`src/stpr_pkg.sv`:
```
// ----------------------------------------------------------------------------
// stpr_pkg
// Types, constants and helpers shared by the stepper ramp pulser.
// ----------------------------------------------------------------------------
`default_nettype none

package stpr_pkg;

  localparam int unsigned PosWidth    = 16;
  localparam int unsigned PeriodWidth = 8;
  localparam int unsigned BoundWidth  = PosWidth + 2;
  localparam int unsigned DiffWidth   = PeriodWidth + 2;
  localparam int unsigned CfgWidth    = PosWidth;
  localparam int unsigned CfgIdxWidth = 2;
  localparam int unsigned InDataWidth = 16;
  localparam int unsigned OutDataWidth = 32;

  localparam logic [PeriodWidth-1:0] StopPeriod = PeriodWidth'(255);

  typedef enum logic {
    OP_START = 1'b0,
    OP_TICK  = 1'b1
  } op_e;

  typedef enum logic [1:0] {
    PH_ACCEL  = 2'd0,
    PH_CRUISE = 2'd1,
    PH_DECEL  = 2'd2
  } phase_e;

  typedef enum logic [CfgIdxWidth-1:0] {
    CFG_START_PERIOD   = 2'd0,
    CFG_TARGET_PERIOD  = 2'd1,
    CFG_MOVE_REVERSE   = 2'd2,
    CFG_FINAL_POSITION = 2'd3
  } cfg_idx_e;

  typedef struct packed {
    logic [PeriodWidth-1:0]   start_period;
    logic [PeriodWidth-1:0]   target_period;
    logic                     move_reverse;
    logic signed [PosWidth-1:0] final_position;
  } cfg_t;

  typedef struct packed {
    logic signed [PosWidth-1:0]   position;
    logic signed [BoundWidth-1:0] accel_bound;
    logic signed [BoundWidth-1:0] decel_bound;
    logic [PeriodWidth-1:0]       period;
    logic [PeriodWidth-1:0]       tick_count;
    logic                         first_half;
    logic                         running;
    logic                         out_level;
  } ramp_state_t;

  typedef struct packed {
    logic                       step_level;
    logic signed [PosWidth-1:0] position_now;
    logic [PeriodWidth-1:0]     period_now;
    logic                       is_running;
    logic                       run_done;
    phase_e                     ramp_phase;
  } result_t;

  // Ramp phase of a position against the bounds, in the direction of travel.
  function automatic phase_e phase_of(input logic signed [PosWidth-1:0] pos,
                                      input logic signed [BoundWidth-1:0] acc,
                                      input logic signed [BoundWidth-1:0] dec,
                                      input logic rev);
    logic signed [BoundWidth-1:0] p;
    logic before_acc;
    logic before_dec;
    p = BoundWidth'(pos);
    before_acc = rev ? (p > acc) : (p < acc);
    before_dec = rev ? (p > dec) : (p < dec);
    if (before_acc) begin
      return PH_ACCEL;
    end else if (before_dec) begin
      return PH_CRUISE;
    end
    return PH_DECEL;
  endfunction

endpackage

`default_nettype wire

```
`src/stpr_core.sv`:
```
// ----------------------------------------------------------------------------
// stpr_core
// Next-state and result logic for one start or tick item.
// ----------------------------------------------------------------------------
`default_nettype none

module stpr_core (
  input  stpr_pkg::cfg_t                       cfg_i,
  input  stpr_pkg::ramp_state_t                state_i,
  input  stpr_pkg::op_e                        op_i,
  input  logic signed [stpr_pkg::PosWidth-1:0] start_pos_i,
  output stpr_pkg::ramp_state_t                state_o,
  output stpr_pkg::result_t                    result_o
);
  import stpr_pkg::*;

  logic                         rev;
  logic signed [DiffWidth-1:0]  diff;
  logic signed [DiffWidth-1:0]  sdiff;
  logic signed [PosWidth-1:0]   pos_step;
  phase_e                       step_phase;
  logic                         done;
  ramp_state_t                  nxt;

  assign rev  = cfg_i.move_reverse;
  assign diff = $signed(DiffWidth'({1'b0, cfg_i.start_period}))
              - $signed(DiffWidth'({1'b0, cfg_i.target_period}));
  assign sdiff = rev ? -diff : diff;
  assign pos_step = rev ? state_i.position - PosWidth'(1) : state_i.position + PosWidth'(1);
  assign step_phase = phase_of(pos_step, state_i.accel_bound, state_i.decel_bound, rev);

  always_comb begin
    nxt  = state_i;
    done = 1'b0;
    if (op_i == OP_START) begin
      nxt.position    = start_pos_i;
      nxt.accel_bound = BoundWidth'(start_pos_i) + BoundWidth'(sdiff);
      nxt.decel_bound = BoundWidth'(cfg_i.final_position) - BoundWidth'(sdiff);
      nxt.tick_count  = '0;
      nxt.period      = cfg_i.start_period;
      nxt.first_half  = 1'b1;
      nxt.out_level   = 1'b0;
      nxt.running     = 1'b1;
    end else if (state_i.running) begin
      if (state_i.tick_count == state_i.period) begin
        nxt.tick_count = '0;
        nxt.out_level  = ~state_i.out_level;
        if (state_i.first_half) begin
          nxt.position = pos_step;
          unique case (step_phase)
            PH_ACCEL: begin
              if (state_i.period > cfg_i.target_period) begin
                nxt.period = state_i.period - PeriodWidth'(1);
              end
            end
            PH_CRUISE: begin
              nxt.period = cfg_i.target_period;
            end
            default: begin
              if (state_i.period < cfg_i.start_period) begin
                nxt.period = state_i.period + PeriodWidth'(1);
              end
            end
          endcase
          if (pos_step == cfg_i.final_position) begin
            nxt.running    = 1'b0;
            nxt.out_level  = 1'b0;
            nxt.period     = StopPeriod;
            nxt.first_half = 1'b1;
            done           = 1'b1;
          end else begin
            nxt.first_half = 1'b0;
          end
        end else begin
          nxt.first_half = 1'b1;
        end
      end else begin
        nxt.tick_count = state_i.tick_count + PeriodWidth'(1);
      end
    end
  end

  assign state_o = nxt;

  always_comb begin
    result_o.step_level   = nxt.out_level;
    result_o.position_now = nxt.position;
    result_o.period_now   = nxt.period;
    result_o.is_running   = nxt.running;
    result_o.run_done     = done;
    result_o.ramp_phase   = nxt.running
                          ? phase_of(nxt.position, nxt.accel_bound, nxt.decel_bound, rev)
                          : PH_ACCEL;
  end

endmodule

`default_nettype wire

```
`src/stepper_trapezoid_ramp_pulser_unit.sv`:
```
// ----------------------------------------------------------------------------
// stepper_trapezoid_ramp_pulser_unit
// Step-pulse generator with a trapezoidal speed ramp, stream in / stream out.
// ----------------------------------------------------------------------------
//  port group   dir  payload
//  s_axis_*     in   tdata: start_position[15:0]; tuser: operation
//  m_axis_*     out  tdata: step_level, position_now, period_now, is_running,
//                    ramp_phase; tlast: run_done
//  cfg_*        in   write enable, register index, write data
//
//  One item per cycle unless a result stall holds the input: start and tick
//  are both worked out in one pass of stpr_core, between the state registers
//  and the result register; results are valid in the cycle after the input.
//  Reset: config 255/255/0/0, ramp stopped, period 255, no result pending.
//  A stalled result blocks input only while the result register is full
//  and the sink is not ready.
// ----------------------------------------------------------------------------
`default_nettype none

module stepper_trapezoid_ramp_pulser_unit (
  input  logic                                 clk_i,
  input  logic                                 rst_ni,
  input  logic                                 s_axis_tvalid_i,
  output logic                                 s_axis_tready_o,
  // [15:0] start_position
  input  logic [stpr_pkg::InDataWidth-1:0]     s_axis_tdata_i,
  // [0] operation
  input  logic                                 s_axis_tuser_i,
  output logic                                 m_axis_tvalid_o,
  input  logic                                 m_axis_tready_i,
  // [0] step_level, [16:1] position_now, [24:17] period_now,
  // [25] is_running, [27:26] ramp_phase, [31:28] zero
  output logic [stpr_pkg::OutDataWidth-1:0]    m_axis_tdata_o,
  output logic                                 m_axis_tlast_o,
  input  logic                                 cfg_we_i,
  input  logic [stpr_pkg::CfgIdxWidth-1:0]     cfg_index_i,
  input  logic [stpr_pkg::CfgWidth-1:0]        cfg_data_i
);
  import stpr_pkg::*;

  cfg_t        cfg_q;
  ramp_state_t state_q, state_d;
  result_t     res_q, res_d;
  logic        out_valid_q;
  logic        in_xfer;

  assign s_axis_tready_o = ~out_valid_q | m_axis_tready_i;
  assign in_xfer = s_axis_tvalid_i & s_axis_tready_o;

  always_ff @(posedge clk_i or negedge rst_ni) begin
    if (!rst_ni) begin
      cfg_q.start_period   <= StopPeriod;
      cfg_q.target_period  <= StopPeriod;
      cfg_q.move_reverse   <= 1'b0;
      cfg_q.final_position <= '0;
    end else if (cfg_we_i) begin
      unique case (cfg_idx_e'(cfg_index_i))
        CFG_START_PERIOD:   cfg_q.start_period   <= cfg_data_i[PeriodWidth-1:0];
        CFG_TARGET_PERIOD:  cfg_q.target_period  <= cfg_data_i[PeriodWidth-1:0];
        CFG_MOVE_REVERSE:   cfg_q.move_reverse   <= cfg_data_i[0];
        CFG_FINAL_POSITION: cfg_q.final_position <= cfg_data_i[PosWidth-1:0];
        default: ;
      endcase
    end
  end

  stpr_core u_core (
    .cfg_i       (cfg_q),
    .state_i     (state_q),
    .op_i        (op_e'(s_axis_tuser_i)),
    .start_pos_i (s_axis_tdata_i[PosWidth-1:0]),
    .state_o     (state_d),
    .result_o    (res_d)
  );

  always_ff @(posedge clk_i or negedge rst_ni) begin
    if (!rst_ni) begin
      state_q.position    <= '0;
      state_q.accel_bound <= '0;
      state_q.decel_bound <= '0;
      state_q.period      <= StopPeriod;
      state_q.tick_count  <= '0;
      state_q.first_half  <= 1'b1;
      state_q.running     <= 1'b0;
      state_q.out_level   <= 1'b0;
      out_valid_q         <= 1'b0;
    end else begin
      if (in_xfer) begin
        state_q     <= state_d;
        out_valid_q <= 1'b1;
      end else if (m_axis_tready_i) begin
        out_valid_q <= 1'b0;
      end
    end
  end

  always_ff @(posedge clk_i) begin
    if (in_xfer) begin
      res_q <= res_d;
    end
  end

  assign m_axis_tvalid_o = out_valid_q;
  assign m_axis_tlast_o  = res_q.run_done;
  assign m_axis_tdata_o  = {4'b0000, res_q.ramp_phase, res_q.is_running, res_q.period_now,
                            res_q.position_now, res_q.step_level};

  // Stopped ramp always sits with a cleared counter and a low output.
  a_idle_clean: assert property (@(posedge clk_i) disable iff (!rst_ni)
    !state_q.running |-> (state_q.tick_count == '0) && !state_q.out_level
                         && state_q.first_half)
    else $error("idle ramp state not clean");

  // A finished run shows as stopped with the stop period.
  a_done_stopped: assert property (@(posedge clk_i) disable iff (!rst_ni)
    m_axis_tvalid_o && m_axis_tlast_o |-> !res_q.is_running && !res_q.step_level
                                          && (res_q.period_now == StopPeriod))
    else $error("run_done with ramp still active");

  // A held result blocks the input side.
  a_stall_blocks: assert property (@(posedge clk_i) disable iff (!rst_ni)
    m_axis_tvalid_o && !m_axis_tready_i |-> !s_axis_tready_o)
    else $error("input taken while result stalled");

  // Every input transfer yields a pending result on the next cycle.
  a_xfer_result: assert property (@(posedge clk_i) disable iff (!rst_ni)
    s_axis_tvalid_i && s_axis_tready_o |=> m_axis_tvalid_o)
    else $error("result lost after input transfer");

endmodule

`default_nettype wire
```
`config.mk`:
```
export PLATFORM = sky130hd
export DESIGN_NAME = stepper_trapezoid_ramp_pulser_unit
export DESIGN_NICKNAME = d
export VERILOG_FILES = /design/src/stpr_pkg.sv /design/src/stpr_core.sv /design/src/stepper_trapezoid_ramp_pulser_unit.sv
export SDC_FILE = /design/constraint.sdc
export NUM_CORES = 1
export LEC_CHECK = 0
export ABC_CLOCK_PERIOD_IN_PS = 6600
export BUFFER_PORTS_ARGS = -buffer_cell sky130_fd_sc_hd__buf_2
export CAP_MARGIN = 20
export CORE_MARGIN = 2
export CORE_UTILIZATION = 50
export DETAILED_ROUTE_END_ITERATION = 7
export PLACE_DENSITY = 0.65
export SYNTH_ARGS = -nofsm -noshare
export SYNTH_HDL_FRONTEND = slang
export SYNTH_SLANG_ARGS = --single-unit
```
`constraint.sdc`:
```
create_clock -name clk_i -period 6.6 [get_ports clk_i]
set_input_delay 0.33 -clock clk_i [delete_from_list [all_inputs] [get_ports clk_i]]
set_output_delay 0.33 -clock clk_i [all_outputs]
set_load 0.05 [all_outputs]
```
-- Yosys cells after proc, flatten, opt, wreduce, memory -nomap -nowiden
Index checks and enable logic that the tools add are counted.
- register bits: 134
- bits of input ports: 40
- output and inout port bits: 35
- add/subtract/negate cells: 9
- magnitude comparators: 10
- equal/unequal tests: 8
- multiplexer cells: 37
- bitwise logic cells: 6
- reduce and logical (&&, ||, !) cells: 11
- operators by type and width (kind ; number):
    16-bit two-way mux ; 5
    16-bit by 18-bit greater-than comparator with 1-bit output ; 4
    16-bit by 18-bit less-than comparator with 1-bit output ; 4
    8-bit two-way mux ; 6
    19-bit two-way mux ; 2
    36-bit two-way mux ; 1
    16-bit by 10-bit adder with 17-bit output ; 1
    16-bit by 10-bit subtractor with 17-bit output ; 1
    16-bit by 2-bit adder with 16-bit output (second input constant) ; 1
    8-bit by 1-bit adder with 8-bit output (second input constant) ; 2
    16-bit equality test ; 1
    2-bit two-way mux ; 8
    8-bit one-hot mux with 2 select lines ; 1
    16-bit by 2-bit subtractor with 16-bit output (second input constant) ; 1
    1-bit two-way mux ; 12
    10-bit two-way mux ; 1
    10-bit negation ; 1
    2-bit AND reduction ; 5
    8-bit by 8-bit subtractor with 9-bit output ; 1
    8-bit equality test ; 1
    8-bit greater-than comparator ; 1
    8-bit less-than comparator ; 1
    8-bit by 1-bit subtractor with 8-bit output (second input constant) ; 1
    2-bit by 1-bit equality test with 1-bit output (second input constant) ; 2
    11 further kinds ; 17

-- Longest topological paths before layout
- depth in word-level cells: 16
- mapped depth: 31

-- Cells and area by module
A second synthesis with hierarchy kept.
- cell total of the unflattened synthesis: 1357
- area total of the unflattened synthesis: 12520.8 µm²
- by module, submodules not included (module ; instances ; cells each ; area an instance (µm²)):
    stpr_core ; 1 ; 1097 ; 7642.3
    stepper_trapezoid_ramp_pulser_unit ; 1 ; 260 ; 4878.4

-- Worst setup path before layout
No wires, ideal clock.
- path type: register to register
- start point: register cfg_q[17] in the netlist's numbering
- end point: register res_q (netlist bit m_axis_tdata_o[26]), data pin
- library setup time: 0.255 ns
- data arrival time: 5.802 ns
- path slack: 0.543 ns
- stages on the path, launching flop included: 28
- buffers on the path: 1
- period minus slack after synthesis: 6.057 ns
- cells stage by stage: dfstp_2 > ha_1 > inv_1 > fa_1 > a21o_1 > a21oi_1 > xnor2_1 > nor3_1 > nor2_1 > a21oi_1 > xor2_1 > inv_1 > ha_1 > clkbuf_2 > a2111oi_1 > a21boi_0 > and3_1 > and4_1 > a21oi_1 > xnor2_1 > mux2i_1 > ha_1 > a21o_1 > a21o_1 > a21oi_1 > o31ai_1 > or4_1 > and3b_1
- longest elaborated chain between the ends: 11
- RTL lines (element ; RTL line ; text):
    start: declaration ; stepper_trapezoid_ramp_pulser_unit.sv:41 ; cfg_t cfg_q;
    8-bit by 8-bit subtractor with 9-bit output (*) ; stpr_core.sv:27 ; - $signed(DiffWidth'({1'b0, cfg_i.target_period}));
    10-bit negation ; stpr_core.sv:28 ; assign sdiff = rev ? -diff : diff;
    10-bit two-way mux (*) ; stpr_core.sv:28 ;
    16-bit by 10-bit subtractor with 17-bit output ; stpr_core.sv:38 ; nxt.decel_bound = BoundWidth'(cfg_i.final_position) - BoundWidth'(sdiff);
    36-bit two-way mux (*) ; stpr_core.sv:35 ; if (op_i == OP_START) begin
    16-bit by 18-bit less-than comparator with 1-bit output / 16-bit by 18-bit greater-than comparator with 1-bit output (equally long branches) ; stpr_pkg.sv:75 ; before_dec = rev ? (p > dec) : (p < dec);
    1-bit two-way mux ; stpr_pkg.sv:75 ;
    1-bit two-way mux ; stpr_pkg.sv:78 ; end else if (before_dec) begin
    1-bit two-way mux ; stpr_pkg.sv:76 ; if (before_acc) begin
    1-bit inverter (no line) ; n/a ;
    3-bit OR reduction (no line) (*) ; n/a ;
    end signal: assignment ; stepper_trapezoid_ramp_pulser_unit.sv:99 ; res_q <= res_d;
    end: declaration ; stepper_trapezoid_ramp_pulser_unit.sv:43 ; result_t res_q, res_d;
Every way passes the cells marked *; elsewhere a longest branch is shown, timed or not.
A chain may end at the register's enable or synchronous reset.

-- Worst setup path after layout
- start point: register cfg_q[20] in the netlist's numbering
- end point: register res_q (netlist bit m_axis_tdata_o[26]), data pin
The elaborated chain is that of the path after synthesis.

==> reports/qor.csv <==
stage;metric;value;unit
timing;clock_skew;0.0132;ns
synth;ys_ff_latch;134;
synth;netlist_instances;1424;
setup_path;start_kind;flip-flop;
synth;synth_top_cell_area_share;16.4;%
synth;synth_most_common_cell;nand2_1;
detailed_routing;drtIter0Drc;1263;
clocking;h-tree-depth;4;
timing;drv_slew;0;
detailed_routing;avgRoutedWirePerCell;20.6;um
power;seqPwrFrac;18.8;%
timing;setup-tns-final;0;ns
detailed_routing;firstDrtPassIters;6;
synth;synth_edf_count;29;
clocking;cts.sinks;134;
clocking;clk_pin_slew;0.07;ns
power;p_leak;6.24;nW
synth;synth.distinct_cells;90;
grt;grt-ovfl-total;0;
clocking;cts_max_path_buffers;2;
layout;drive_gt1_share;18.4;%
layout;multi_input_area;8250;um^2
layout;fin_nets;1688;
floorplan;rows;57;
synth;synthFlopType;dfrtp_1;
synth;synth_area;12200;um^2
status;status;finished, final reports clean;
power;power.switching;3.49;mW
floorplan;die_w;160;um
floorplan;initial_core_util;50.6;%
floorplan;core_area;24200;um^2
layout;design_area;13900;um^2
setup_path;worstPathArrival;6.52;ns
detailed_routing;drcViolationCount;0;
setup_path;worstSetupEndpointType;flip-flop;
timing;fin_crit_sh;95.9;%
floorplan;ios;75;
hold_path;min-delay-start;s_axis_tvalid_i;
timing;worst_slew_pin_slew;1.19;ns
setup_path;crit_type;flip-flop to flip-flop;
timing;setup_viol;0;
grt;antenna_found_initial;0;
setup_path;slowest_delay;0.57;ns
timing;fmax;158;MHz
power;combPwrFrac;67.5;%
synth;ys_warn_count;0;
hold_path;hold_class;primary input to flip-flop;
grt;grt_max_degree;83;
hold_path;holdPathEnd;m_axis_tvalid_o$_DFFE_PN0P_;
job;drv_cap;0;
clocking;clockRootBuffer;clkbuf_16;
setup_path;cpMostUsedCell;a21oi_1;
power;internal-power;3.55;mW
placement;post-dp-hpwl;28700;um
clocking;worst_skew_pair.late_latency;0.44;ns
layout;syn2layout_area_growth;13.8;%
synth;netlist_top_cells_count;nand2_1, ha_1, inv_1, o21ai_0, nor2_1;
layout;fill_cells;2206;
placement;place_congestion;0.958;
grt;track_usage;29.8;%
timing;hold_viol_final;0;
clocking;numCtsBuffers;17;
detailed_routing;vias;11300;
layout;antenna_cells;0;
setup_path;r2r_start;cfg_q[20]$_DFFE_PN1P_;
hold_path;min_delay_path_depth;2;
setup_path;cp.required;6.79;ns
setup_path;r2r-end;m_axis_tdata_o[26]$_SDFFCE_PP0P_;
synth;seq_area_frac_synth;28.9;%
detailed_routing;vias_per_cell;6.13;
setup_path;crit_slowest_cell;or4_1;
clocking;tritoncts;yes;
power;swShare;49.6;%
setup_path;critical_path.max_fanout;6;
placement;dpl-instance-area;13100;um^2
timing;fin_crit;6.33;ns
grt;grt_pass1_wl;59400;um
timing;slew-limit-headroom;20.7;%
detailed_routing;postRouteWirelength;38000;um
floorplan;die_y;160;um
synth;yosys-top-cells-area;dfrtp_1, ha_1, edfxtp_1;
power;p_per_area;506;nW/um^2
layout;final_util;57.5;%
placement;io_buffers;70;
power;peakVddDrop;0.198;mV
synth;yosysTopAreaCell;dfrtp_1;
grt;grt_pass1_vias;10300;
synth;synthArstFlopShare;78.4;%
detailed_routing;ant_nets;0;
setup_path;reg2reg_depth;28;
synth;syn_avg_cell_area;8.58;um^2
layout;final-seq-area;3530;um^2
power;clock_power_share;13.7;%
floorplan;die_area;25700;um^2
setup_path;ff2ff_setup_slack;0.27;ns
kinds of logic after synthesis:
kind of cell               synth area share [%]
muxes                                      5.12
adders and majority gates                  14.9
buffers and inverters                      5.31
DFF                                        28.9
and+or+nand+nor                            18.7
AOI/OAI and AO/OA                          20.1
other                                    0.0307
xor gates and xnor gates                   6.94
worst max path at each step:
stage,startpoint,endpoint,slack (ns)
3_3_place_gp,cfg_q[25]$_DFFE_PN1P_,m_axis_tdata_o[26]$_SDFFCE_PP0P_,0.24
2_1_floorplan,cfg_q[17]$_DFFE_PN1P_,m_axis_tdata_o[26]$_SDFFCE_PP0P_,0.54
6_report,cfg_q[20]$_DFFE_PN1P_,m_axis_tdata_o[26]$_SDFFCE_PP0P_,0.27
3_5_place_dp,cfg_q[25]$_DFFE_PN1P_,m_axis_tdata_o[26]$_SDFFCE_PP0P_,0.02
5_1_grt,cfg_q[17]$_DFFE_PN1P_,m_axis_tdata_o[26]$_SDFFCE_PP0P_,-0.04
4_1_cts,cfg_q[25]$_DFFE_PN1P_,m_axis_tdata_o[26]$_SDFFCE_PP0P_,0.003
timing repair:
action	4_1_cts	5_1_grt
buffers inserted	0	5
gates resized for setup	0	40
hold buffers	1	0
endpoints found under the hold margin	36	0
setup endpoints to repair	0	2
registers in the layout, indices dropped and copies added (netlist names):
register	count
state_q	71
cfg_q	33
m_axis_tdata_o	28
m_axis_tlast_o	1
m_axis_tvalid_o	1
cells in the final DEF (no fill, tap or decap), drive strengths merged, types with 7 or more instances in the layout:
cell | netlist | layout
ha | 139 | 139
dfstp | 25 | 25
and2 | 7 | 7
inv | 99 | 110
buf | 22 | 124
a31oi | 19 | 19
xnor2 | 47 | 47
o31ai | 8 | 8
dfrtp | 80 | 80
o211ai | 10 | 10
nand3 | 29 | 29
nor4b | 7 | 7
mux2i | 17 | 17
a21boi | 7 | 7
or3 | 11 | 11
a21oi | 93 | 93
mux2 | 39 | 39
nand2b | 12 | 12
edfxtp | 29 | 29
nor2b | 13 | 13
a211oi | 9 | 9
nor2 | 94 | 94
a21o | 35 | 35
xor2 | 29 | 29
clkbuf | 44 | 17
or2 | 7 | 7
a22oi | 8 | 8
nor3 | 23 | 23
o21ai | 102 | 102
and3 | 16 | 16
nand4 | 27 | 27
nor4 | 15 | 15
nand2 | 173 | 173
power by group through the flow:
stage	sequential, mW	clock, mW	combinational [mW]
global route	1.34	1.02	5.23
CTS	1.31	0.975	4.49
global placement	1.32	0	4.41
detailed placement	1.32	0	4.45
floorplan	1.27	0	3.17
finish	1.32	0.966	4.75
metal layers:
| layer | vias up | wire (um) | GRT usage, % |
|---|---|---|---|
| li1 | 5351 | - | - |
| met1 | 5413 | 17800 | 44.8 |
| met2 | 463 | 16400 | 44.5 |
| met3 | 62 | 2850 | 4.13 |
| met4 | 0 | 955 | 8.56 |
| met5 | - | 0 | 0 |
area by class of cell:
cell class / count / area share (%)
clock buffer: 17 / 3.06
clock inverter: 15 / 1.07
inverter: 99 / 2.67
multi-input combinational: 1128 / 59.3
sequential: 134 / 25.4
tap: 324 / 2.91
timing repair buffer: 125 / 5.61
metrics by stage:
step | std cells | hold slack [ns] | total power [mW] | worst slack (ns)
after floorplan | 1427 | 0.0344 | 4.44 | 0.543
after global placement | 1804 | 0.349 | 5.72 | 0.238
after detailed placement | 1804 | 0.352 | 5.78 | 0.0227
after CTS | 1837 | 0.102 | 6.77 | 0.00333
after global routing | 1842 | 0.117 | 7.59 | -0.0385
final | 1842 | 0.107 | 7.04 | 0.271
worst max-delay path: cells and delay by family, from the launching register on:
kind                       cells  cell delay (ns)
AOI/OAI and AO/OA             11             1.70
xor gates and xnor gates       2             0.35
adders and majority gates      3             1.04
buffers and inverters          4             0.48
DFF                            1             0.55
muxes                          1             0.12
and+or+nand+nor                7             1.86
Note: power is estimated with default switching activity, not from simulation.
